**src/rtl/core/eaq_pkg.sv**
```systemverilog
// ----------------------------------------------------------------------------
// eaq_pkg: shared types, constants and tables
// Holds the fixed-point formats, the arctangent table of the rotator chain
// and the stage record handed from cell to cell.
// ----------------------------------------------------------------------------
package eaq_pkg;

  localparam int ANGLE_BITS  = 16;
  localparam int TRIG_STAGES = 16;
  localparam int Z_FRAC      = 29 + ANGLE_BITS;
  localparam int ZW          = ANGLE_BITS + 32;
  localparam int XW          = 33;

  localparam logic signed [31:0] PI_Q29       = 32'sd1686629713;
  localparam logic signed [XW-1:0] INV_GAIN_Q30 = 33'sd652032874;
  localparam logic [63:0] PI_Q61 = 64'h6487ED5110B4611A;

  typedef logic signed [15:0]   sample_t;
  typedef logic signed [ZW-1:0] zang_t;
  typedef logic signed [XW-1:0] trig_t;

  // One rotator per angle, three angles travel together through the chain.
  typedef struct packed {
    trig_t [2:0] x;
    trig_t [2:0] y;
    zang_t [2:0] z;
  } rot_t;

  // Shift-and-subtract quotient, used only to build the constant table.
  function automatic logic [63:0] udiv_const(input logic [63:0] num,
                                             input int unsigned den);
    logic [63:0] q;
    logic [63:0] rem;
    q   = '0;
    rem = '0;
    for (int b = 63; b >= 0; b--) begin
      rem = {rem[62:0], num[b]};
      if (rem >= 64'(den)) begin
        rem  = rem - 64'(den);
        q[b] = 1'b1;
      end
    end
    return q;
  endfunction

  function automatic zang_t atan_stage(input int i);
    logic [63:0] acc;
    logic [63:0] term;
    int e;
    acc = '0;
    if (i == 0) begin
      acc = PI_Q61 >> (34 - ANGLE_BITS);
    end else begin
      for (int k = 0; k < 64; k++) begin
        e = Z_FRAC - i * (2 * k + 1);
        if (e >= 0) begin
          term = udiv_const(64'd1 << e, 2 * k + 1);
          if (k[0]) acc = acc - term;
          else acc = acc + term;
        end
      end
    end
    return acc[ZW-1:0];
  endfunction

  function automatic zang_t field_to_angle(input sample_t a);
    logic signed [ANGLE_BITS-1:0] s;
    if (ANGLE_BITS >= 16) s = ANGLE_BITS'(a) <<< (ANGLE_BITS - 16);
    else s = ANGLE_BITS'(a >>> (16 - ANGLE_BITS));
    return ZW'(s);
  endfunction

endpackage

```
**src/rtl/core/eaq_cordic_cell.sv**
```systemverilog
// ----------------------------------------------------------------------------
// eaq_cordic_cell: one rotator stage
// Performs one micro-rotation on all three angles and registers the result.
// ----------------------------------------------------------------------------
module eaq_cordic_cell (
  input  logic            clk_i,
  input  logic            rst_ni,
  input  logic            en_i,
  input  logic [4:0]      stage_i,
  input  logic            valid_i,
  input  eaq_pkg::rot_t   rot_i,
  input  eaq_pkg::zang_t  atan_i,
  output logic            valid_o,
  output eaq_pkg::rot_t   rot_o
);
  import eaq_pkg::*;

  rot_t rot_d;
  logic valid_q;
  rot_t rot_q;

  always_comb begin
    trig_t dx, dy;
    rot_d = rot_i;
    for (int a = 0; a < 3; a++) begin
      dx = rot_i.y[a] >>> stage_i;
      dy = rot_i.x[a] >>> stage_i;
      if (!rot_i.z[a][ZW-1]) begin
        rot_d.x[a] = rot_i.x[a] - dx;
        rot_d.y[a] = rot_i.y[a] + dy;
        rot_d.z[a] = rot_i.z[a] - atan_i;
      end else begin
        rot_d.x[a] = rot_i.x[a] + dx;
        rot_d.y[a] = rot_i.y[a] - dy;
        rot_d.z[a] = rot_i.z[a] + atan_i;
      end
    end
  end

  always_ff @(posedge clk_i or negedge rst_ni) begin
    if (!rst_ni) begin
      valid_q <= 1'b0;
    end else if (en_i) begin
      valid_q <= valid_i;
    end
  end

  always_ff @(posedge clk_i) begin
    if (en_i) begin
      rot_q <= rot_d;
    end
  end

  assign valid_o = valid_q;
  assign rot_o   = rot_q;
endmodule

```
**config.mk**
```make
export PLATFORM = sky130hd
export DESIGN_NAME = eaq_cordic_cell
export DESIGN_NICKNAME = d
export VERILOG_FILES = /design/src/rtl/core/eaq_pkg.sv /design/src/rtl/core/eaq_cordic_cell.sv
export SDC_FILE = /design/constraint.sdc
export NUM_CORES = 2
export LEC_CHECK = 0
export ABC_AREA = 1
export BUFFER_PORTS_ARGS = -buffer_cell sky130_fd_sc_hd__clkbuf_2
export CAP_MARGIN = 20
export CELL_PAD_IN_SITES_DETAIL_PLACEMENT = 2
export CELL_PAD_IN_SITES_GLOBAL_PLACEMENT = 2
export CORE_ASPECT_RATIO = 0.5
export CORE_UTILIZATION = 29
export CTS_CLUSTER_DIAMETER = 100
export CTS_CLUSTER_SIZE = 24
export DETAILED_ROUTE_END_ITERATION = 10
export HOLD_SLACK_MARGIN = 0.1
export PLACE_DENSITY_LB_ADDON = 0.1
export SLEW_MARGIN = 0
export SYNTH_ARGS = -nofsm -noshare
export SYNTH_HDL_FRONTEND = slang
export SYNTH_SLANG_ARGS = --single-unit
```
**constraint.sdc**
```tcl
create_clock -name clk_i -period 0.8 [get_ports clk_i]
set_input_delay 0.12 -clock clk_i [delete_from_list [all_inputs] [get_ports clk_i]]
set_output_delay 0.12 -clock clk_i [all_outputs]
set_load 0.05 [all_outputs]
```
==> results by group, run 1 <==
Run status
  • Run status: aborted with a tool error
  • Failing step: 4_1_cts
  • Run Error: [ERROR DPL-0033] detailed placement checks failed during check placement.

Clocking
  • CTS hold repair buffers: 6
  • Gates resized, CTS repair: 1405
  • Buffer type at the clock tree root: clkbuf_16
  • H-Tree Level Count: 1
  • Buffer count from post-CTS setup fixing: ~190
  • Longest Clk Path Bufs: 3
  • Inserted Clock Buffers: 25
  • Num Clock Sinks: 343

Placed design
  • Placed cell count: about 13000
  • Detailed placement HPWL: around 290 mm
  • Post-detailed-placement cell area: 0.0747 mm2
  • Number of buffers inserted by port buffering: 741
  • Placement Setup Slack: -4180 ps
  • Final estimated routing congestion in global placement: 0.950

Die
  • Floorplan die width: 580 um
  • Initial core utilization: 29.4%
  • Row Count: 105
  • Vertical die dimension: 291 um
  • I/O pins: 742

Logic synthesis
  • Sequential fraction of the synthesis area: 21.2%
  • Syn Nets: 8585
  • Fraction of post-synthesis cell area in the top cell type by area: 21.2%
  • Most repeated cell in the gate-level netlist after synthesis: nand2_1
  • Most area-hungry cell type in the Yosys netlist: edfxtp_1
  • Synthesized netlist cell count: 7834
  • Mean instance size in the synthesized netlist: 6.19 um2
  • Dominant register cell in the synthesized netlist: edfxtp_1
  • Most common library cells after synthesis: 2367 x nand2_1, 1329 x nand3_1, 651 x nor2_1
  • Async set-reset flop share out of synthesis: 0.292%
  • EDFF count, synth: 342
  • Ranking of synthesized cells by area: edfxtp_1 21%, nand2_1 18%, nand3_1 14%, ha_1 8.8%, xor2_1 5.8%
  • Yosys warning count: 0
  • Number of distinct standard cells referenced by the synthesized netlist: 51
  • Post-synthesis cell area: 0.0485 mm2
  • Post-synthesis register bit count: roughly 340
==> cell families after synthesis <==
kind of cell | share of synthesized area, %
buf+inv | 7.97
simple gates | 40.4
compound gates | 12.9
flops | 21.2
xor+xnor | 8.27
mux | 0.0232
fa+ha+maj | 9.22
==> stage by stage <==
step | hold slack, ps | TNS [ps]
3_5_place_dp | -101 | -1189060
3_3_place_gp | -104 | -1083160
2_1_floorplan | -176 | -714960
==> run 2, diff against run 1 <==
==> config.mk (replaced) <==
export PLATFORM = sky130hd
export DESIGN_NAME = eaq_cordic_cell
export DESIGN_NICKNAME = d
export VERILOG_FILES = /design/src/rtl/core/eaq_pkg.sv /design/src/rtl/core/eaq_cordic_cell.sv
export SDC_FILE = /design/constraint.sdc
export NUM_CORES = 2
export LEC_CHECK = 0
export ABC_AREA = 1
export BUFFER_PORTS_ARGS = -buffer_cell sky130_fd_sc_hd__clkbuf_2
export CAP_MARGIN = 20
export CORE_UTILIZATION = 40
export DETAILED_ROUTE_END_ITERATION = 10
export PLACE_DENSITY_LB_ADDON = 0.15
export SLEW_MARGIN = 0
export SYNTH_ARGS = -nofsm -noshare
export SYNTH_HDL_FRONTEND = slang
export SYNTH_SLANG_ARGS = --single-unit
==> constraint.sdc (replaced) <==
create_clock -name clk_i -period 1.05 [get_ports clk_i]
set_input_delay 0.1575 -clock clk_i [delete_from_list [all_inputs] [get_ports clk_i]]
set_output_delay 0.1575 -clock clk_i [all_outputs]
set_load 0.05 [all_outputs]
==> run 2 against run 1 <==
Compared with the run above: the flow now finishes, with violations (hold timing, setup timing); area after synthesis is the same; synthesized cell count is the same.
==> results by group, run 2 <==
Clocking
  • H-Tree Level Count: 2 (was 1)
  • TritonCTS clock tree: built
  • Longest Clk Path Bufs: 3 (unchanged)
  • Inserted Clock Buffers: 44 (was 25)
  • CTS hold repair buffers: 7 (was 6)
  • Clock insertion delay at the later pin of the skew report: 640 ps
  • Clock transition at path regs: 50 ps
  • Num Clock Sinks: 343 (unchanged)
  • Buffer type at the clock tree root: clkbuf_16 (unchanged)

Logic synthesis
  • Post-synthesis cell area: 0.0485 mm2 (unchanged)
  • Sequential fraction of the synthesis area: 21.2% (unchanged)
  • Number of distinct standard cells referenced by the synthesized netlist: 51 (unchanged)
  • Mean instance size in the synthesized netlist: 6.19 um2 (unchanged)
  • Post-synthesis register bit count: 343 (unchanged)
  • Syn Nets: 8585 (unchanged)
  • Most common library cells after synthesis: 2367 x nand2_1, 1329 x nand3_1, 651 x nor2_1 (unchanged)
  • Synthesized netlist cell count: 7834 (unchanged)
  • Most repeated cell in the gate-level netlist after synthesis: nand2_1 (unchanged)
  • Yosys warning count: 0 (unchanged)
  • Async set-reset flop share out of synthesis: 0.292% (unchanged)
  • Fraction of post-synthesis cell area in the top cell type by area: 21.2% (unchanged)
  • Dominant register cell in the synthesized netlist: edfxtp_1 (unchanged)
  • EDFF count, synth: 342 (unchanged)
  • Ranking of synthesized cells by area: edfxtp_1 21%, nand2_1 18%, nand3_1 14%, ha_1 8.8%, xor2_1 5.8% (unchanged)
  • Most area-hungry cell type in the Yosys netlist: edfxtp_1 (unchanged)

STA
  • Fmax: 280 MHz
  • Final worst path period share: 340%
  • RSZ-0062 raised after global routing: yes
  • Worst clock skew on the final layout: 0 ps
  • Final setup TNS: -778810 ps
  • Minimum clock period after layout: 3570 ps
  • Worst relative slew slack: 52.6%
  • Transition time at the pin with the least slew margin: about 700 ps
  • Final hold violation count: 5
  • Worst Setup Slack, final: -2520 ps
  • Max-slew violation count: 0
  • Worst hold margin: -143 ps
  • Final setup violating endpoints: 790

Finish
  • Commonest cells after routing, fill and taps aside: 2516 x buf_4, 2102 x nand2_1, 1056 x nand3_1
  • Nets: 11700
  • Most frequent standard cell in the layout excluding fill and tap cells: buf_4
  • Ratio of cells with drive above 1 in the final layout: 42.7%
  • Synth-to-Final Area Change: 69.7%
  • Number of flip-flops under the largest register name: 342

Global routing
  • Wire length of the first global-routing pass: 359 mm
  • Overall routing resource usage: 38.1%
  • Number of antenna violations at the first check in global routing: 61
  • Final global-route overflow total: 0
  • Maximum number of pins on one net before global-route repair: 43
  • Via count of the first global-routing pass: 62500

Die
  • Row Count: 127 (was 105)
  • Floorplan die width: 350 um (was 580 um)
  • Initial core utilization: 40.4% (was 29.4%)
  • I/O pins: 742 (unchanged)
  • Vertical die dimension: 350 um (was 291 um)
  • CORE AREA: 0.120 mm2
  • Die footprint: 0.123 mm2

Route
  • Number of design-rule violations left by the first detailed-router iteration: 7427
  • Post-Route WL: about 250 mm
  • Via count: 68500
  • Routed Antenna Nets: 0
  • Detailed-router iteration count before antenna repair: 8
  • Wirelength per Cell: 20.0 um
  • Vias per Instance: between 5 and 6
  • Number of DRC violations after detailed routing: 0

Min path
  • Path type of the worst min-delay path: input pin to flop

Placed design
  • Final estimated routing congestion in global placement: 1.06 (was 0.950)
  • Detailed placement HPWL: 206 mm (was 287 mm)
  • Number of buffers inserted by port buffering: 741 (unchanged)

Job
  • Max-cap violations: 0

Worst setup path
  • Category of the critical setup timing path: input pin to flop
  • Delay of the slowest cell on the worst path: 270 ps
  • Most used cell, CP: nand2_1
  • Worst-path maximum fanout: 24
  • CP startpoint kind: input pin
  • Cell type group with the largest total delay on the critical path: simple AND/OR/NAND/NOR gates
  • Crit path arrival time: 4050 ps
  • WP buf/inv: 4
  • Crit path capture type: flop
  • Endpoint required time on the critical path: 1530 ps
  • Master of the slowest instance on the critical path: a211oi_2

Power and ir drop
  • Power density over cell area: 1350 mW/mm2
  • Largest voltage drop on the vdd net: 1770 uV
  • Static leakage: 41.4 nW
  • Pwr Total: 0.111 W

Run status
  • Violated checks: hold timing, setup timing
  • Run status: finished with violations (was aborted with a tool error)
run 2: area by class of cell:
type | count | area (um2)
Antenna cell | 52 | 130
Clock buffer | 55 | 1170
Clock inverter | 26 | 320
Fill cell | 10600 | 37900
Inverter | 662 | 2560
Multi-Input combinational cell | 6546 | 40700
Sequential cell | 343 | 10300
Tap cell | 1612 | 2020
Timing Repair Buffer | 3387 | 25000
Timing Repair inverter | 3 | 33.8
run 2: metrics by stage:
stage                     instance area [um2]  cells  setup slack (ps)  util [%]  hold WS (ps)
after floorplan                         49300   7834             -2520         -          -138
after global placement                  73200  12400             -3430      60.9         -67.9
after detailed placement                73200  12400             -3380      60.9         -66.1
after CTS                               77000  12500             -2330      64.1          -177
after global routing                    82200  12700             -2740      68.4          -162
final                                   82300  12700             -2520      68.5          -143
run 2: timing repair:
item | in CTS | in global routing
pin swaps | 136 | 310
buffers inserted | 45 | 87
cloned | 6 | 10
setup endpoints to repair | 682 | 707
hold endpoints to repair | 40 | 5
gates resized for setup | 452 | 994
run 2: logic make-up after synthesis:
family | after synthesis | synth area share (%)
mux | 1 | 0.0232
simple gates | 4601 | 40.4
compound gates | 1134 | 12.9
buf+inv | 945 | 7.97
xor+xnor | 458 | 8.27
flops | 343 | 21.2
fa+ha+maj | 352 | 9.22
run 2: power breakdown:
| group | switching (W) | internal, W | total [W] |
|---|---|---|---|
| Sequential | 0.00127 | 0.0199 | 0.0212 |
| Clock | 0.00701 | 0.00905 | 0.0161 |
| Combinational | 0.0442 | 0.0292 | 0.0734 |
| Total | 0.0525 | 0.0581 | 0.111 |
run 2: layer usage:
layer / up-vias / part of all wire [%] / global-route usage, %
li1: 32900 / - / -
met2: 3163 / 44 / 60.1
met1: 31800 / 41 / 49.6
met3: 657 / 8.8 / 6.51
met5: - / 0.053 / 0
met4: 20 / 5.8 / 19.9
run 2: path summary, 6_finish.rpt:
path / start / to / slack (ps) / cells past startpoint
max in group asynchronous: rst_ni / valid_o / 590 / 3
worst max register to register: valid_o / valid_o / 300 / 1
min in group asynchronous: rst_ni / valid_o / 360 / 3
worst min register to register: valid_o / valid_o / 520 / 1
worst min-delay path: rot_i[243] / rot_o[243] / -140 / 2
worst max-delay path: stage_i[0] / rot_o[306] / -2520 / 26
Note: power is estimated with default switching activity, not from simulation.
